### src/hdl/clrde_pkg.sv
// ---------------------------------------------------------------------------
// clrde_pkg: shared definitions of the character LCD refresh engine
// Widths, display command constants, codes and the cell command type.
// ---------------------------------------------------------------------------
`default_nettype none

package clrde_pkg;

  localparam int unsigned CELL_COUNT_DEF     = 32;
  localparam int unsigned CELLS_PER_LINE_DEF = 16;

  localparam int unsigned MODE_W   = 2;
  localparam int unsigned INDEX_W  = 5;
  localparam int unsigned CHAR_W   = 8;
  localparam int unsigned CURSOR_W = 5;

  localparam logic [CHAR_W-1:0] SPACE_CODE      = 8'h20;
  localparam logic [CHAR_W-1:0] CMD_SET_ADDRESS = 8'h80;
  localparam logic [CHAR_W-1:0] LINE2_BASE      = 8'h40;
  localparam logic [CHAR_W-1:0] ADDRESS_MASK    = 8'h7F;

  typedef enum logic [MODE_W-1:0] {
    MODE_WRITE = 2'd0,
    MODE_CLEAR = 2'd1,
    MODE_TICK  = 2'd2
  } mode_e;

  typedef enum logic [1:0] {
    STEP_SCAN   = 2'd0,
    STEP_ADDR   = 2'd1,
    STEP_DATA   = 2'd2,
    STEP_CURSOR = 2'd3
  } step_e;

  typedef enum logic {
    CTRL_IDLE   = 1'b0,
    CTRL_SEARCH = 1'b1
  } ctrl_e;

  // Load request for one cell of the frame buffer.
  typedef struct packed {
    logic              load;
    logic [CHAR_W-1:0] data;
  } cell_cmd_t;

  // Set-DDRAM-address command for a cell of a two-line display.
  function automatic logic [CHAR_W-1:0] address_command(input logic [CHAR_W-1:0] cell_idx,
                                                        input logic [CHAR_W-1:0] per_line);
    logic [CHAR_W-1:0] addr;
    if (cell_idx < per_line) begin
      addr = cell_idx;
    end else begin
      addr = LINE2_BASE + (cell_idx - per_line);
    end
    return CMD_SET_ADDRESS | (addr & ADDRESS_MASK);
  endfunction

endpackage

`default_nettype wire

### src/hdl/clrde_in_if.sv
// ---------------------------------------------------------------------------
// clrde_in_if: input channel of the character LCD refresh engine
// Valid/ready channel carrying host writes, clears and refresh ticks.
// ---------------------------------------------------------------------------
`default_nettype none

interface clrde_in_if;
  logic                            valid;
  logic                            ready;
  logic [clrde_pkg::MODE_W-1:0]    mode;
  logic [clrde_pkg::INDEX_W-1:0]   cell_index;
  logic [clrde_pkg::CHAR_W-1:0]    char_code;
  logic                            display_busy;

  modport source (output valid, output mode, output cell_index, output char_code,
                  output display_busy, input ready);
  modport sink   (input valid, input mode, input cell_index, input char_code,
                  input display_busy, output ready);
endinterface

`default_nettype wire

### src/hdl/clrde_out_if.sv
// ---------------------------------------------------------------------------
// clrde_out_if: output channel of the character LCD refresh engine
// Valid/ready channel carrying bytes for the display.
// ---------------------------------------------------------------------------
`default_nettype none

interface clrde_out_if;
  logic                          valid;
  logic                          ready;
  logic [clrde_pkg::CHAR_W-1:0]  lcd_byte;
  logic                          register_select;

  modport source (output valid, output lcd_byte, output register_select, input ready);
  modport sink   (input valid, input lcd_byte, input register_select, output ready);
endinterface

`default_nettype wire

### src/hdl/clrde_cell.sv
// ---------------------------------------------------------------------------
// clrde_cell: one character cell of the refresh chain
// Holds the buffer byte and the shown byte of one cell and passes the
// search token to its neighbor when the cell is clean.
// ---------------------------------------------------------------------------
`default_nettype none

module clrde_cell (
  input  logic                          clk_i,
  input  logic                          rst_ni,
  input  clrde_pkg::cell_cmd_t          cmd_i,
  input  logic                          token_i,
  output logic                          token_o,
  output logic                          hit_o,
  output logic [clrde_pkg::CHAR_W-1:0]  char_o
);
  import clrde_pkg::*;

  logic [CHAR_W-1:0] frame_q, frame_d;
  logic [CHAR_W-1:0] shadow_q, shadow_d;
  logic              token_q;
  logic              dirty;

  assign dirty   = (frame_q != shadow_q);
  assign hit_o   = token_q & dirty;
  assign token_o = token_q & ~dirty;
  assign char_o  = hit_o ? frame_q : '0;

  always_comb begin
    frame_d  = cmd_i.load ? cmd_i.data : frame_q;
    shadow_d = hit_o ? frame_q : shadow_q;
  end

  always_ff @(posedge clk_i or negedge rst_ni) begin
    if (!rst_ni) begin
      frame_q  <= '0;
      shadow_q <= '0;
      token_q  <= 1'b0;
    end else begin
      frame_q  <= frame_d;
      shadow_q <= shadow_d;
      token_q  <= token_i;
    end
  end

endmodule

`default_nettype wire

### src/hdl/char_lcd_dirty_refresh_engine.sv
// ---------------------------------------------------------------------------
// char_lcd_dirty_refresh_engine: dirty-cell refresh for a two-line LCD
// Keeps a frame buffer and a shadow copy in a chain of cells, finds the
// lowest changed cell and sends address, character and cursor commands.
// ---------------------------------------------------------------------------
//
//  Channel   Direction  Payload                                      Handshake
//  in_i      in         mode, cell_index, char_code, display_busy    valid/ready
//  out_o     out        lcd_byte, register_select                    valid/ready
//  cursor_*  in         cursor_wdata_i (5 bits)                      write enable
//
//  Writes and clears load the cells directly; a tick outside the scan step
//  advances the refresh step unless display_busy is set. A tick in the scan
//  step starts a search token that walks the cell chain one cell per cycle;
//  no input transaction is taken during the walk. Reset clears every cell at once.
//  The input is held off while a result waits and the output is stalled.
`default_nettype none

module char_lcd_dirty_refresh_engine #(
  parameter int unsigned CELL_COUNT     = clrde_pkg::CELL_COUNT_DEF,
  parameter int unsigned CELLS_PER_LINE = clrde_pkg::CELLS_PER_LINE_DEF
) (
  input  logic                            clk_i,
  input  logic                            rst_ni,
  input  logic                            cursor_we_i,
  input  logic [clrde_pkg::CURSOR_W-1:0]  cursor_wdata_i,
  clrde_in_if.sink                        in_i,
  clrde_out_if.source                     out_o
);
  import clrde_pkg::*;

  localparam int unsigned IDX_W = $clog2(CELL_COUNT);

  logic [CURSOR_W-1:0] cursor_q;
  ctrl_e               ctrl_q, ctrl_d;
  step_e               step_q, step_d;
  logic [IDX_W-1:0]    pending_q, pending_d;
  logic [CHAR_W-1:0]   pending_char_q, pending_char_d;
  logic [IDX_W-1:0]    scan_idx_q, scan_idx_d;
  logic                out_valid_q, out_valid_d;
  logic [CHAR_W-1:0]   out_byte_q, out_byte_d;
  logic                out_rs_q, out_rs_d;

  cell_cmd_t           cmd [CELL_COUNT];
  logic [CELL_COUNT:0] token;
  logic [CELL_COUNT-1:0] hit;
  logic [CHAR_W-1:0]   cell_char [CELL_COUNT];
  logic [CHAR_W-1:0]   hit_char;
  logic                hit_any;
  logic                search_done;
  logic                in_accept;
  logic                is_write;
  logic                is_clear;
  logic                is_tick;
  logic                start_search;

  assign in_i.ready = (ctrl_q == CTRL_IDLE) && (!out_valid_q || out_o.ready);
  assign in_accept  = in_i.valid && in_i.ready;

  always_comb begin
    is_write = 1'b0;
    is_clear = 1'b0;
    is_tick  = 1'b0;
    case (mode_e'(in_i.mode))
      MODE_WRITE: is_write = in_accept;
      MODE_CLEAR: is_clear = in_accept;
      MODE_TICK:  is_tick  = in_accept;
      default: ;
    endcase
  end

  assign start_search = is_tick && (step_q == STEP_SCAN);
  assign token[0]     = start_search;

  // Row of cells; the token enters at the lowest cell.
  for (genvar i = 0; i < CELL_COUNT; i++) begin : g_cell
    always_comb begin
      cmd[i].load = is_clear ||
                    (is_write && (8'(in_i.cell_index) == 8'(i)));
      cmd[i].data = is_clear ? SPACE_CODE : in_i.char_code;
    end

    clrde_cell u_cell (
      .clk_i   (clk_i),
      .rst_ni  (rst_ni),
      .cmd_i   (cmd[i]),
      .token_i (token[i]),
      .token_o (token[i+1]),
      .hit_o   (hit[i]),
      .char_o  (cell_char[i])
    );
  end

  always_comb begin
    hit_char = '0;
    for (int i = 0; i < CELL_COUNT; i++) begin
      hit_char = hit_char | cell_char[i];
    end
  end

  assign hit_any     = |hit;
  assign search_done = hit_any || token[CELL_COUNT];

  // Next-state logic of the controller.
  always_comb begin
    ctrl_d = ctrl_q;
    case (ctrl_q)
      CTRL_IDLE:   if (start_search) ctrl_d = CTRL_SEARCH;
      CTRL_SEARCH: if (search_done) ctrl_d = CTRL_IDLE;
      default:     ctrl_d = CTRL_IDLE;
    endcase
  end

  // Refresh step, pending cell and result register.
  always_comb begin
    step_d         = step_q;
    pending_d      = pending_q;
    pending_char_d = pending_char_q;
    scan_idx_d     = scan_idx_q;
    out_valid_d    = out_valid_q && !out_o.ready;
    out_byte_d     = out_byte_q;
    out_rs_d       = out_rs_q;

    case (ctrl_q)
      CTRL_IDLE: begin
        if (start_search) begin
          scan_idx_d = '0;
        end else if (is_tick && !in_i.display_busy) begin
          case (step_q)
            STEP_ADDR: begin
              step_d      = STEP_DATA;
              out_valid_d = 1'b1;
              out_byte_d  = address_command(8'(pending_q), 8'(CELLS_PER_LINE));
              out_rs_d    = 1'b0;
            end
            STEP_DATA: begin
              step_d      = STEP_CURSOR;
              out_valid_d = 1'b1;
              out_byte_d  = pending_char_q;
              out_rs_d    = 1'b1;
            end
            STEP_CURSOR: begin
              step_d = STEP_SCAN;
              if (8'(cursor_q) < 8'(CELL_COUNT)) begin
                out_valid_d = 1'b1;
                out_byte_d  = address_command(8'(cursor_q), 8'(CELLS_PER_LINE));
                out_rs_d    = 1'b0;
              end
            end
            default: ;
          endcase
        end
      end
      CTRL_SEARCH: begin
        scan_idx_d = IDX_W'(scan_idx_q + 1'b1);
        if (hit_any) begin
          pending_d      = scan_idx_q;
          pending_char_d = hit_char;
          step_d         = STEP_ADDR;
        end
      end
      default: ;
    endcase
  end

  always_ff @(posedge clk_i or negedge rst_ni) begin
    if (!rst_ni) begin
      cursor_q    <= '0;
      ctrl_q      <= CTRL_IDLE;
      step_q      <= STEP_SCAN;
      pending_q   <= '0;
      scan_idx_q  <= '0;
      out_valid_q <= 1'b0;
    end else begin
      if (cursor_we_i) begin
        cursor_q <= cursor_wdata_i;
      end
      ctrl_q      <= ctrl_d;
      step_q      <= step_d;
      pending_q   <= pending_d;
      scan_idx_q  <= scan_idx_d;
      out_valid_q <= out_valid_d;
    end
  end

  always_ff @(posedge clk_i) begin
    pending_char_q <= pending_char_d;
    out_byte_q     <= out_byte_d;
    out_rs_q       <= out_rs_d;
  end

  assign out_o.valid           = out_valid_q;
  assign out_o.lcd_byte        = out_byte_q;
  assign out_o.register_select = out_rs_q;

endmodule

`default_nettype wire
### src/flat_wrapper.sv
// flat-port wrapper written by rule: the top's interface ports become plain ports
module char_lcd_dirty_refresh_engine_flat import clrde_pkg::*;
#(
  parameter int unsigned CELL_COUNT     = clrde_pkg::CELL_COUNT_DEF,
  parameter int unsigned CELLS_PER_LINE = clrde_pkg::CELLS_PER_LINE_DEF
)
  (clk_i, rst_ni, cursor_we_i, cursor_wdata_i, in_i_valid, in_i_mode, in_i_cell_index, in_i_char_code, in_i_display_busy, in_i_ready, out_o_valid, out_o_lcd_byte, out_o_register_select, out_o_ready);
  clrde_in_if in_i_i ();
  clrde_out_if out_o_i ();
  input  logic clk_i;
  input  logic rst_ni;
  input  logic cursor_we_i;
  input  logic [clrde_pkg::CURSOR_W-1:0] cursor_wdata_i;
  input wire logic [$bits(in_i_i.valid)-1:0] in_i_valid;
  input wire logic [$bits(in_i_i.mode)-1:0] in_i_mode;
  input wire logic [$bits(in_i_i.cell_index)-1:0] in_i_cell_index;
  input wire logic [$bits(in_i_i.char_code)-1:0] in_i_char_code;
  input wire logic [$bits(in_i_i.display_busy)-1:0] in_i_display_busy;
  output wire logic [$bits(in_i_i.ready)-1:0] in_i_ready;
  output wire logic [$bits(out_o_i.valid)-1:0] out_o_valid;
  output wire logic [$bits(out_o_i.lcd_byte)-1:0] out_o_lcd_byte;
  output wire logic [$bits(out_o_i.register_select)-1:0] out_o_register_select;
  input wire logic [$bits(out_o_i.ready)-1:0] out_o_ready;
  assign in_i_i.valid = in_i_valid;
  assign in_i_i.mode = in_i_mode;
  assign in_i_i.cell_index = in_i_cell_index;
  assign in_i_i.char_code = in_i_char_code;
  assign in_i_i.display_busy = in_i_display_busy;
  assign in_i_ready = in_i_i.ready;
  assign out_o_valid = out_o_i.valid;
  assign out_o_lcd_byte = out_o_i.lcd_byte;
  assign out_o_register_select = out_o_i.register_select;
  assign out_o_i.ready = out_o_ready;
  char_lcd_dirty_refresh_engine #(.CELL_COUNT(CELL_COUNT), .CELLS_PER_LINE(CELLS_PER_LINE)) u_core (.clk_i(clk_i), .rst_ni(rst_ni), .cursor_we_i(cursor_we_i), .cursor_wdata_i(cursor_wdata_i), .in_i(in_i_i), .out_o(out_o_i));
endmodule
### config.mk
export PLATFORM = sky130hd
export DESIGN_NAME = char_lcd_dirty_refresh_engine_flat
export DESIGN_NICKNAME = d
export VERILOG_FILES = /design/src/hdl/clrde_pkg.sv /design/src/hdl/clrde_in_if.sv /design/src/hdl/clrde_out_if.sv /design/src/hdl/clrde_cell.sv /design/src/hdl/char_lcd_dirty_refresh_engine.sv /design/src/flat_wrapper.sv
export SDC_FILE = /design/constraint.sdc
export NUM_CORES = 1
export LEC_CHECK = 0
export ABC_AREA = 1
export BUFFER_PORTS_ARGS = -buffer_cell sky130_fd_sc_hd__buf_4
export CORE_ASPECT_RATIO = 1.25
export CORE_UTILIZATION = 38
export CTS_BUF_LIST = sky130_fd_sc_hd__clkbuf_4 sky130_fd_sc_hd__clkbuf_8
export CTS_CLUSTER_DIAMETER = 40
export DETAILED_ROUTE_END_ITERATION = 8
export GPL_ROUTABILITY_DRIVEN = 0
export GPL_TIMING_DRIVEN = 0
export PLACE_DENSITY = 0.64
export SLEW_MARGIN = 20
export SYNTH_ARGS = -nofsm -noshare
export SYNTH_HDL_FRONTEND = slang
export SYNTH_HIERARCHICAL = 1
export SYNTH_SLANG_ARGS = --single-unit
### constraint.sdc
create_clock -name clk_i -period 3.11 [get_ports clk_i]
set_clock_uncertainty 0.15 [all_clocks]
set_input_delay 0.1555 -clock clk_i [delete_from_list [all_inputs] [get_ports clk_i]]
set_output_delay 0.1555 -clock clk_i [all_outputs]
set_load 0.005 [all_outputs]
Word-level counts from Yosys, hierarchy flattened
Index checks and enable logic that the tools add are counted.
{ "word_totals": {"reg_bits": 580, "latchBits": 0, "ram_bits": 0, "rom_bits": 0, "inputBits": 26, "out_inout_bits": 11, "wordCells": 454, "memories": 0} }
{ "classes": {"n_addsub": 5, "n_mul": 0, "div": 0, "magnitude_cmp": 2, "n_eq_ne": 73, "shift": 0, "mux": 54, "bitwise_logic": 129, "reduce_logical": 86} }
{ "op_table": {"columns": ["operator", "count"], "rows": [
  ["$mux 8", 33],
  ["$ne 8x8->1", 32],
  ["$or 8x8->8", 31],
  ["$eq 5x5->1 const B", 16],
  ["$and 1x1->1", 64],
  ["$eq 5x4->1 const B", 8],
  ["$logic_and 1x1->1", 37],
  ["$logic_or 1x1->1", 34],
  ["$not 1->1", 34],
  ["$reduce_or 32->1", 1],
  ["$pmux 8 s3", 1],
  ["$eq 5x3->1 const B", 4],
  ["$add 7x7->7 const A", 2],
  ["$mux 7", 2],
  ["$reduce_and 4->1", 3],
  ["$sub 5x5->6 const B", 2],
  ["$eq 5x2->1 const B", 2],
  ["$lt 5x5->1 const B", 2],
  ["$pmux 5 s2", 1],
  ["$mux 1", 9],
  ["$ne 2x2->1 const B", 4],
  ["$eq 2x2->1 const B", 3],
  ["$mux 2", 3],
  ["$pmux 2 s3", 1],
  ["15 further kinds", 20]
]} }

Longest topological paths before layout
{ "depth": {"word_depth": 34, "mapped_depth": 16, "depth_no_buf": 16} }

Cells and area by module
The synthesis kept the hierarchy.
{ "by_module_without_submodules": {"columns": ["module", "instances", "cells_each", "area_per_inst_um2", "seq_area_each_um2"], "rows": [
  ["clrde_cell", 32, 93, 824.5, 425.4],
  ["char_lcd_dirty_refresh_engine", 1, 421, 2954.1, 985.9]
]} }

Least setup slack after synthesis
Ideal clock, no wire load.
{ "synth_path": {"path_kind": "reg-to-reg", "start": "reg u_core.ctrl_q", "end": "reg u_core.g_cell[0].u_cell.frame_q[0]", "t_arrival_ns": 1.909, "path_slack_ns": 0.968, "path_stages_with_launch": 9, "path_buffers": 0, "period_less_slack_ns": 2.142, "cell_sequence": "dfrtp_1 > inv_2 > nand3_4 > nor2_8 > nand2_4 > inv_2 > nor2_1 > nand2_1 > o21ai_0"} }
{ "synth_rtl": {"columns": ["element", "line_no", "text"], "rows": [
  ["from (decl)", "char_lcd_dirty_refresh_engine.sv:35", "ctrl_e ctrl_q, ctrl_d;"],
  ["from (signal assigned)", "char_lcd_dirty_refresh_engine.sv:178", "ctrl_q <= ctrl_d;"],
  ["to (signal assigned)", "clrde_cell.sv:40", "frame_q <= frame_d;"],
  ["to (decl)", "clrde_cell.sv:19", "logic [CHAR_W-1:0] frame_q, frame_d;"]
]} }

==> results.md <==
* Status: complete, no violations
* RSZ-0062 raised after global routing: no
* CP Class: reg -> reg
* Post-Syn Area per Cell at about 8.6 um^2
* Clk buf depth at 3
* Global Route met2 Usage at about a third
* TritonCTS Buffers at just over 90
* Worst min path class: in -> reg
* Initial antenna violation count at 2
* DRT Wirelength at about 74 mm
* Syn_nets at between 3000 and 4000
* Fin cells at roughly 4600
* # rows at 113
* DP HPWL at approximately 51 mm
* Pin count of the biggest net entering global routing at between 90 and 100
* Total leakage power at a little under 20 nW
* Final Hold Viols at 0
* IO Count at 37
* GR Util All Layers at between 10% and 20%
* GR Util met3 at roughly 2.3%
* Fillers at between 7000 and 8000
* Latest clock arrival within the worst-skew pair at 710 ps
* Startpoint class of the critical path: flop
* Fmax at 0.3336 GHz
* Critical Path End Type: flop
* Vias per inst at around 4.7
* Post-route cell area at 33840 um^2
* Yosys warns at 6
* Post-synthesis sequential area ratio at between 40% and 50%
* Drt wl/cell at between 15 and 20 um
* Endpoints failing setup at 0
* Core Region at roughly 76000 um^2
* GR Overflow Total at 0
* Pwr Density at 447.2 nW/um^2
* Final WS setup at approximately 110 ps
* GRT met1 Usage at between 20% and 30%
* Die W at around 250 um
* Port Buffer Count at 34
* Synth Register Bits at 580
* Residual DRC count at 0
* Post-cts resize count at 0
* Most frequent cells in the layout: 1120 x nand2_1, 563 x dfrtp_1, 512 x inv_1, 298 x nand3_1
* Critical path fanouts, max at 10
* Initial DRC Count at about 1500
* VDD IR max at about 0.26 mV
* Post CTS Setup Buffer Count at 0
* Vias at roughly 22000
* Gr busiest metal: met2
* Final core utilization at between 40 and 50%
* Mapped cell area at ~29000 um^2
* Post-route ant nets at 0
* Placed cells at ~4400
* Placed cell area at 31350 um^2
* Clock root buffer master: clkbuf_8
* Worst Path Required at between 3000 and 4000 ps
* Worst-Margin Slew at around 920 ps
* CTS sink cnt at 580
* Die Footprint at approximately 78000 um^2
* Global-route wire length before repair at ~120 mm
* Die Span Y at between 300 and 400 um
* Commonest non-fill, non-tap cell in the layout: nand2_1
* Htree depth at 3
* Initial core utilization at 38.50%
* Final nets at between 3000 and 4000
* Layout cells sized above 1 at 18.19%
* Drt pass-1 iters at 5
* Relative slew slack at between 30 and 40%
* Distinct cell type count after synthesis at 32
* Worst endpoint data arrival time at about 3300 ps
* Slew Viols, Final at 0
* Final Cycle Share at between 90 and 100%
* Post-place setup slack at about 140 ps
* Period minus WS final at around 3000 ps
* Area grow syn2layout at 15.35%
* Max-cap violations at 0
* Vias in the first global route at ~22000
* CTS tree: done
* Hold buffer count at CTS at 42
* Cells after Synth at between 3000 and 4000
* CTS clk-pin slew, worst paths at around 60 ps
[metrics by stage]
stage               power [mW]  hold slack (ps)  TNS (ps)
floorplan                7.793           -290.1         0
global route             15.70            55.50         0
finish                   15.14            82.55         0
CTS                      15.34            3.071         0
global placement         8.063            221.4  -2949790
detailed placement       8.144           -16.84         0
[critical path, cell delays in order, from the launching register on]
cell and delay (ps):
dfrtp_1 420, xnor2_1 150, nand2_1 90, nor2_2 130
nand2_4 130, nand3_1 120, inv_1 50, nor4_1 800
nand2_1 330, nor2_1 210, nand2_1 130
[final timing paths]
path | slack [ps] | endpoint | cells past startpoint | from
worst max-delay path | 110 | u_core/pending_char_q[0] | 10 | u_core/g_cell[16].u_cell/frame_q[7]
worst max register to register | 110 | u_core/pending_char_q[0] | 10 | u_core/g_cell[16].u_cell/frame_q[7]
worst min-delay path | 80 | u_core/g_cell[31].u_cell/frame_q[7] | 5 | in_i_mode[1]
max in group asynchronous | 1360 | u_core/g_cell[11].u_cell/frame_q[1] | 5 | rst_ni
worst min register to register | 320 | u_core/pending_q[3] | 2 | u_core/pending_q[3]
min in group asynchronous | 480 | u_core/g_cell[0].u_cell/shadow_q[0] | 4 | rst_ni
[metal layers]
layer	up-vias	part of all wire (%)	routed length [um]
met5	-	0	0
met4	0	3.2	2373
met3	107	3.4	2515
met2	374	49	36280
met1	10350	44	32560
li1	10920	-	-
[area by class of cell]
type / count / area, um^2 / share of cell area [%]
diodes: 2 / 5.005 / 0.01479
plain buffers: 75 / 596.8 / 1.763
clock buffers: 150 / 1914 / 5.656
clock inverters: 19 / 136.4 / 0.4030
inverters: 548 / 2057 / 6.078
multi-input cells: 2194 / 12140 / 35.88
flip-flops and latches: 580 / 14600 / 43.14
well taps: 977 / 1222 / 3.612
repair buffers: 95 / 1171 / 3.460
[sequential cells by signal (all words and copies together) (netlist names)]
signal                         flops
u_core/cursor_q                    5
u_core/g_cell.u_cell/frame_q     256
u_core/g_cell.u_cell/token_q      32
u_core/out_o.lcd_byte              8
u_core/pending_q                   5
u_core/out_o.register_select       1
u_core/out_o.valid                 1
u_core/g_cell.u_cell/shadow_q    256
u_core/pending_char_q              8
u_core/scan_idx_q                  5
u_core/ctrl_q                      1
u_core/step_q                      2
[cells by family after synthesis]
kind of cell	count (synthesis)	synth area share, %
simple gates	1730	27.32
flops	580	49.76
compound gates	142	2.887
mux	160	6.141
xor+xnor	161	4.806
buf+inv	623	9.045
fa+ha+maj	1	0.04264
[Yosys cell counts (all sizes together)]
master  instances  area share (%)
o21ai         106             1.8
xnor2         160             4.8
inv           548             7.0
ha              1           0.043
mux2          160             6.1
nand2        1186              18
and2            1           0.021
clkbuf          2           0.026
or2             3           0.064
edfxtp         17             1.7
nor2          172             2.8
nor4           64             1.4
nand3         299             5.1
xor2            1           0.030
a21oi          31            0.91
nand4           5            0.11
dfrtp         563              48
buf            73             2.0
o211ai          5            0.13
[report_power, final]
part           switching [mW]  internal (mW)  total [mW]  leakage (nW)
Sequential            0.00156           7.58        7.58          7.50
Combinational           0.328          0.135       0.463          11.3
Clock                    3.11           3.98        7.09          1.09
Power figures use the tool's default switching activity.
